[config.mk]
export PLATFORM = sky130hd
export DESIGN_NAME = include_directive_scanner_unit
export DESIGN_NICKNAME = d
export VERILOG_FILES = /design/src/rtl/ids_pkg.sv /design/src/rtl/ids_mode_logic.sv /design/src/rtl/include_directive_scanner_unit.sv
export SDC_FILE = /design/constraint.sdc
export NUM_CORES = 1
export LEC_CHECK = 0
export BUFFER_PORTS_ARGS = -buffer_cell sky130_fd_sc_hd__buf_4
export CAP_MARGIN = 0
export CORE_MARGIN = 2
export CORE_UTILIZATION = 67
export CTS_BUF_LIST = sky130_fd_sc_hd__clkbuf_2 sky130_fd_sc_hd__clkbuf_4 sky130_fd_sc_hd__clkbuf_8
export CTS_CLUSTER_SIZE = 10
export DETAILED_ROUTE_END_ITERATION = 7
export GPL_TIMING_DRIVEN = 0
export PLACE_DENSITY = 0.92
export SYNTH_ARGS = -nofsm -noshare
export SYNTH_HDL_FRONTEND = slang
export SYNTH_HIERARCHICAL = 1
export SYNTH_SLANG_ARGS = --single-unit
[constraint.sdc]
create_clock -name clk -period 4.25 [get_ports clk]
set_clock_uncertainty 0.1 [all_clocks]
set_input_delay 0.85 -clock clk [delete_from_list [all_inputs] [get_ports clk]]
set_output_delay 0.85 -clock clk [all_outputs]
set_load 0.03 [all_outputs]
[src/rtl/ids_pkg.sv]
// ----------------------------------------------------------------------------
// ids_pkg : shared types, constants and helpers for the include scanner
// Holds the one-hot parse mode encoding, the character codes the scanner
// looks for and the character-class functions used by the mode logic.
// ----------------------------------------------------------------------------
package ids_pkg;

  typedef enum logic [16:0] {
    MD_DEFAULT = 17'h00001,
    MD_STRING  = 17'h00002,
    MD_ESCAPE  = 17'h00004,
    MD_SLASH   = 17'h00008,
    MD_COMMENT = 17'h00010,
    MD_STAR    = 17'h00020,
    MD_HASH    = 17'h00040,
    MD_KW_I    = 17'h00080,
    MD_KW_N    = 17'h00100,
    MD_KW_C    = 17'h00200,
    MD_KW_L    = 17'h00400,
    MD_KW_U    = 17'h00800,
    MD_KW_D    = 17'h01000,
    MD_KW_E    = 17'h02000,
    MD_BLANK2  = 17'h04000,
    MD_OPEN    = 17'h08000,
    MD_NAME    = 17'h10000
  } parse_mode_t;

  // Outcome of scanning one byte
  typedef struct packed {
    parse_mode_t mode_next;
    logic        emit;
    logic [7:0]  out_char;
    logic        name_end;
  } step_t;

  localparam logic [7:0] CH_TAB    = 8'h09;
  localparam logic [7:0] CH_NL     = 8'h0A;
  localparam logic [7:0] CH_SPACE  = 8'h20;
  localparam logic [7:0] CH_QUOTE  = 8'h22;
  localparam logic [7:0] CH_HASH   = 8'h23;
  localparam logic [7:0] CH_STAR   = 8'h2A;
  localparam logic [7:0] CH_DOT    = 8'h2E;
  localparam logic [7:0] CH_SLASH  = 8'h2F;
  localparam logic [7:0] CH_LT     = 8'h3C;
  localparam logic [7:0] CH_BSLASH = 8'h5C;
  localparam logic [7:0] CH_USCORE = 8'h5F;

  function automatic logic is_blank(input logic [7:0] c);
    return (c == CH_SPACE) || (c == CH_TAB);
  endfunction

  function automatic logic is_name_byte(input logic [7:0] c);
    logic lower, upper, digit;
    lower = (c >= "a") && (c <= "z");
    upper = (c >= "A") && (c <= "Z");
    digit = (c >= "0") && (c <= "9");
    return lower || upper || digit || (c == CH_SLASH) || (c == CH_USCORE) ||
           (c == CH_DOT);
  endfunction

  // Default-mode reaction to a byte
  function automatic parse_mode_t default_next(input logic [7:0] c);
    parse_mode_t m;
    if (c == CH_QUOTE) begin
      m = MD_STRING;
    end else if (c == CH_SLASH) begin
      m = MD_SLASH;
    end else if (c == CH_HASH) begin
      m = MD_HASH;
    end else begin
      m = MD_DEFAULT;
    end
    return m;
  endfunction

  function automatic parse_mode_t comment_next(input logic [7:0] c);
    return (c == CH_STAR) ? MD_STAR : MD_COMMENT;
  endfunction

  // Opening delimiter of a file name, or fall back to default scanning
  function automatic parse_mode_t open_next(input logic [7:0] c);
    return ((c == CH_QUOTE) || (c == CH_LT)) ? MD_NAME : default_next(c);
  endfunction

endpackage

[src/rtl/ids_mode_logic.sv]
// ----------------------------------------------------------------------------
// ids_mode_logic : next-mode and result logic for one source byte
// Folds the re-examination of a byte after a mismatch into one decision,
// so each byte is resolved in one combinational pass.
// ----------------------------------------------------------------------------
module ids_mode_logic import ids_pkg::*; (
  input  parse_mode_t mode,
  input  logic [7:0]  in_char,
  input  logic        file_start,
  output step_t       step
);

  parse_mode_t mode_eff;

  assign mode_eff = file_start ? MD_DEFAULT : mode;

  always_comb begin
    step.mode_next = default_next(in_char);
    step.emit      = 1'b0;
    step.out_char  = in_char;
    step.name_end  = 1'b0;
    unique case (mode_eff)
      MD_DEFAULT: step.mode_next = default_next(in_char);
      MD_STRING: begin
        if (in_char == CH_QUOTE) begin
          step.mode_next = MD_DEFAULT;
        end else if (in_char == CH_BSLASH) begin
          step.mode_next = MD_ESCAPE;
        end else begin
          step.mode_next = MD_STRING;
        end
      end
      MD_ESCAPE:  step.mode_next = MD_STRING;
      MD_SLASH:   step.mode_next = (in_char == CH_STAR) ? MD_COMMENT
                                                        : default_next(in_char);
      MD_COMMENT: step.mode_next = comment_next(in_char);
      MD_STAR:    step.mode_next = (in_char == CH_SLASH) ? MD_DEFAULT
                                                         : comment_next(in_char);
      MD_HASH: begin
        if (is_blank(in_char)) begin
          step.mode_next = MD_HASH;
        end else begin
          step.mode_next = (in_char == "i") ? MD_KW_N : default_next(in_char);
        end
      end
      MD_KW_I: step.mode_next = (in_char == "i") ? MD_KW_N : default_next(in_char);
      MD_KW_N: step.mode_next = (in_char == "n") ? MD_KW_C : default_next(in_char);
      MD_KW_C: step.mode_next = (in_char == "c") ? MD_KW_L : default_next(in_char);
      MD_KW_L: step.mode_next = (in_char == "l") ? MD_KW_U : default_next(in_char);
      MD_KW_U: step.mode_next = (in_char == "u") ? MD_KW_D : default_next(in_char);
      MD_KW_D: step.mode_next = (in_char == "d") ? MD_KW_E : default_next(in_char);
      MD_KW_E: step.mode_next = (in_char == "e") ? MD_BLANK2 : default_next(in_char);
      MD_BLANK2: step.mode_next = is_blank(in_char) ? MD_BLANK2 : open_next(in_char);
      MD_OPEN:   step.mode_next = open_next(in_char);
      MD_NAME: begin
        step.emit = 1'b1;
        if (is_name_byte(in_char)) begin
          step.mode_next = MD_NAME;
        end else begin
          step.mode_next = MD_DEFAULT;
          step.out_char  = CH_NL;
          step.name_end  = 1'b1;
        end
      end
      default: step.mode_next = default_next(in_char);
    endcase
  end

endmodule

[src/rtl/include_directive_scanner_unit.sv]
// ----------------------------------------------------------------------------
// include_directive_scanner_unit : include file name extractor for C source
// A byte accepted into the input stage is resolved by the mode logic; its
//   result, if any, is held in the output register from then on.
// Throughput: one byte per clock unless a result byte stalls on a full output.
// Reset (rst, synchronous): parse mode to default scanning, both stages empty.
// ----------------------------------------------------------------------------
module include_directive_scanner_unit import ids_pkg::*; (
  input  logic       clk,
  input  logic       rst,
  input  logic       in_valid,
  output logic       in_ready,
  input  logic [7:0] in_char,
  input  logic       file_start,
  output logic       out_valid,
  input  logic       out_ready,
  output logic [7:0] out_char,
  output logic       name_end
);

  // Input stage: one captured beat waiting to be scanned
  logic        s_valid;
  logic [7:0]  s_char;
  logic        s_file_start;

  // Scanner state
  parse_mode_t mode;

  step_t       step;
  logic        stall;
  logic        advance;

  ids_mode_logic u_mode_logic (
    .mode       (mode),
    .in_char    (s_char),
    .file_start (s_file_start),
    .step       (step)
  );

  // Hold the input stage only when its byte yields a result and the output
  // register still holds an untaken beat; bytes that give no result always
  // advance, so comment and string text streams through regardless.
  assign stall    = s_valid && step.emit && out_valid && !out_ready;
  assign advance  = s_valid && !stall;
  assign in_ready = !stall;

  // Control state
  always_ff @(posedge clk) begin
    if (rst) begin
      s_valid   <= 1'b0;
      out_valid <= 1'b0;
      mode      <= MD_DEFAULT;
    end else begin
      if (in_ready) begin
        s_valid <= in_valid;
      end
      if (advance) begin
        mode <= step.mode_next;
      end
      if (advance && step.emit) begin
        out_valid <= 1'b1;
      end else if (out_ready) begin
        out_valid <= 1'b0;
      end
    end
  end

  // Payload: capture the incoming beat and the produced result
  always_ff @(posedge clk) begin
    if (in_valid && in_ready) begin
      s_char       <= in_char;
      s_file_start <= file_start;
    end
    if (advance && step.emit) begin
      out_char <= step.out_char;
      name_end <= step.name_end;
    end
  end

endmodule
==> results.txt <==
Synth Flop Type - dfxtp_1
Setup violations, final - 0
Worst hold path type - reg2reg
Path depth of the worst reg2reg path - 6
Final hold viol count - 0
CTS Sinks - 37
Hold EP - mode[5]
Die area - 4420 sq um
Top cells by instance count after synthesis - nand2b_1, nor2_1, dfxtp_1, mux2i_1, edfxtp_1
Leak - 1.03 nW
Core area - 3720 sq um
Max Fclk - 272 MHz
DR vias/cell - 6.46
TNS Setup - 0 ps
GRT Util Overall - 0.303
Crit path DAT - 2730 ps
Area Overhead vs Synth - 13.3%
WP data required - 3300 ps
Unique masters post-synth - 66
First-pass GRT wire length - 9980 um
Post-CTS sizing - 0
# H-tree levels - 2
Pwr per Cell Area - 269 nW/um^2
Count leader, synth - nand2b_1
Grt ovf - 0
Top area cells in the synthesized netlist - edfxtp_1, dfxtp_1, nand2b_1, mux2i_1, nor2_1
Tcrit/Tclk final - 0.867
Worst slack at placement - 983 ps
Initial antenna violation count - 0
Seq/Total Area, Yosys - 0.352
Cell area after layout - 2960 sq um
Cells on Worst Hold Path - 2
EDFF count, synth - 18
Worst Path Max Fanout - 9
Cell Area, Placed - 2850 sq um
1st-iter DRT viols - 236
DP Wirelength - 4750 um
Final GP Congestion - 0.940
Setup CP Type - reg2out
Peak VDD IR - 268 uV
Initial Util - 0.704
Mapped Area - 2620 sq um
Die Y - 66.5 um
Number of global-route vias before repair - 2,163
Vias - 2,337
Share of cells above drive strength 1 - 0.210
Io pins - 24
Clock-pin slew on the worst setup and hold paths - 80 ps
Hold Crit Start - mode[5]
Max-cap violations - 0
Post-layout util - 0.797
# Post-CTS Setup Buffers - 0
Minimum clock period - 3680 ps
Synthesized instance count - 282
Die extent in x - 66.5 um
Status - complete, no violations
Non-filler cells, final - 362
Filler cell count - 262
FP Rows - 22
Final ANT Viol Nets - 0
Crit start category - register
DR WL/cell - 17.3 um
Worst skew pair latency - 290 ps
Root buffer cell - clkbuf_8
Least-Margin Pin Slew - 1040 ps
Area leader, netlist - edfxtp_1
Port buffer count - 23
R2R setup slack - 1040 ps
Slew Viols, Final - 0
Hold buffers post-CTS - 0
Syn Area/Cell - 9.27 sq um
First-pass DRT Iterations - 5
Crit end category - output port
Post-synth top area share - 0.207
Clock buffer depth - 2
DP Cell Count - 354
Ys Warns - 6
CTS tree - yes
PnR worst setup slack - 567 ps
Largest net degree at the start of global routing - 13
RR Endpoint - out_char[5]
N_diodes - 0
TritonCTS Buffers - 5
Post-synthesis async set-or-reset flop share - 0
RSZ-0062 raised after global routing - false
Drt drc - 0
Final net count - 326
WL final - 6260 um
Yosys reg bits - 37
Reg-to-reg startpoint - s_file_start
Rel. slew slack - 0.301
## cell families after synthesis
group | after synthesis | synth area share
simple gates | 154 | 0.371
flops | 37 | 0.352
xor+xnor | 5 | 0.0167
other cells | 1 | 0.00143
mux | 19 | 0.0727
compound gates | 43 | 0.131
buf+inv | 23 | 0.0555
## cells in the final DEF, fill, tap and decap left out, types with 4 or more instances in the layout
cell and n:
a21oi_1 5, and2_1 6, buf_2 4, buf_4 27
clkbuf_1 4, clkbuf_8 5, dfxtp_1 19, edfxtp_1 18
inv_1 7, mux2i_1 19, nand2_1 14, nand2b_1 39
nand3_1 7, nand4_1 6, nor2_1 26, nor3_1 8
nor4_1 7, o21ai_0 5, o22ai_1 4, or2_2 4
or4_1 4
## power breakdown
group / switching (mW) / total, mW / internal (mW)
clock network: 0.129 / 0.309 / 0.181
logic: 0.0527 / 0.0964 / 0.0437
registers: 0.00879 / 0.392 / 0.383
total: 0.190 / 0.798 / 0.607
## through the flow
step | power [mW] | hold slack, ps
after floorplan | 0.467 | 346
after global placement | 0.490 | 354
after detailed placement | 0.494 | 380
after CTS | 0.802 | 390
after global routing | 0.821 | 407
final | 0.798 | 387
## state kept, by name, summed over array words and instances (netlist names)
name,cells
s_valid,1
name_end,1
mode,17
out_char,8
out_valid,1
s_file_start,1
s_char,8
## layer usage
| layer | GRT usage | wire length (um) | part of all wire | vias to the layer above |
|---|---|---|---|---|
| met4 | 0.110 | 155 | 0.025 | 0 |
| met5 | 0 | 0 | 0 | - |
| met1 | 0.380 | 2560 | 0.41 | 1095 |
| li1 | - | - | - | 1099 |
| met2 | 0.516 | 3100 | 0.50 | 121 |
| met3 | 0.0574 | 434 | 0.069 | 22 |
## area by class of cell
type / instances / area (sq um) / area share
sequential: 37 / 921 / 0.311
clock buffer: 6 / 76.3 / 0.0258
multi-input combinational: 223 / 1550 / 0.524
timing repair buffer: 23 / 173 / 0.0583
inverter: 7 / 26.3 / 0.00887
clock inverter: 2 / 35.0 / 0.0118
tap: 48 / 60.1 / 0.0203
buffer: 16 / 119 / 0.0401
## worst max path at each step
| stage | depth (start not counted) | slack (ps) | to | from |
|---|---|---|---|---|
| after floorplan | 5 | 1320 | in_ready | s_file_start |
| after global placement | 6 | 1070 | in_ready | s_file_start |
| after detailed placement | 6 | 980 | in_ready | s_file_start |
| after CTS | 6 | 650 | in_ready | s_file_start |
| after global routing | 6 | 370 | in_ready | s_file_start |
| final | 6 | 570 | in_ready | s_file_start |
## worst max-delay path, stage by stage (launching register included)
cell	delay (ps)
edfxtp_1	360
buf_2	190
nor3_2	430
nand4_1	270
nor4b_2	740
nand3_1	220
buf_4	230
No activity file was read; power rests on OpenSTA's default activity.
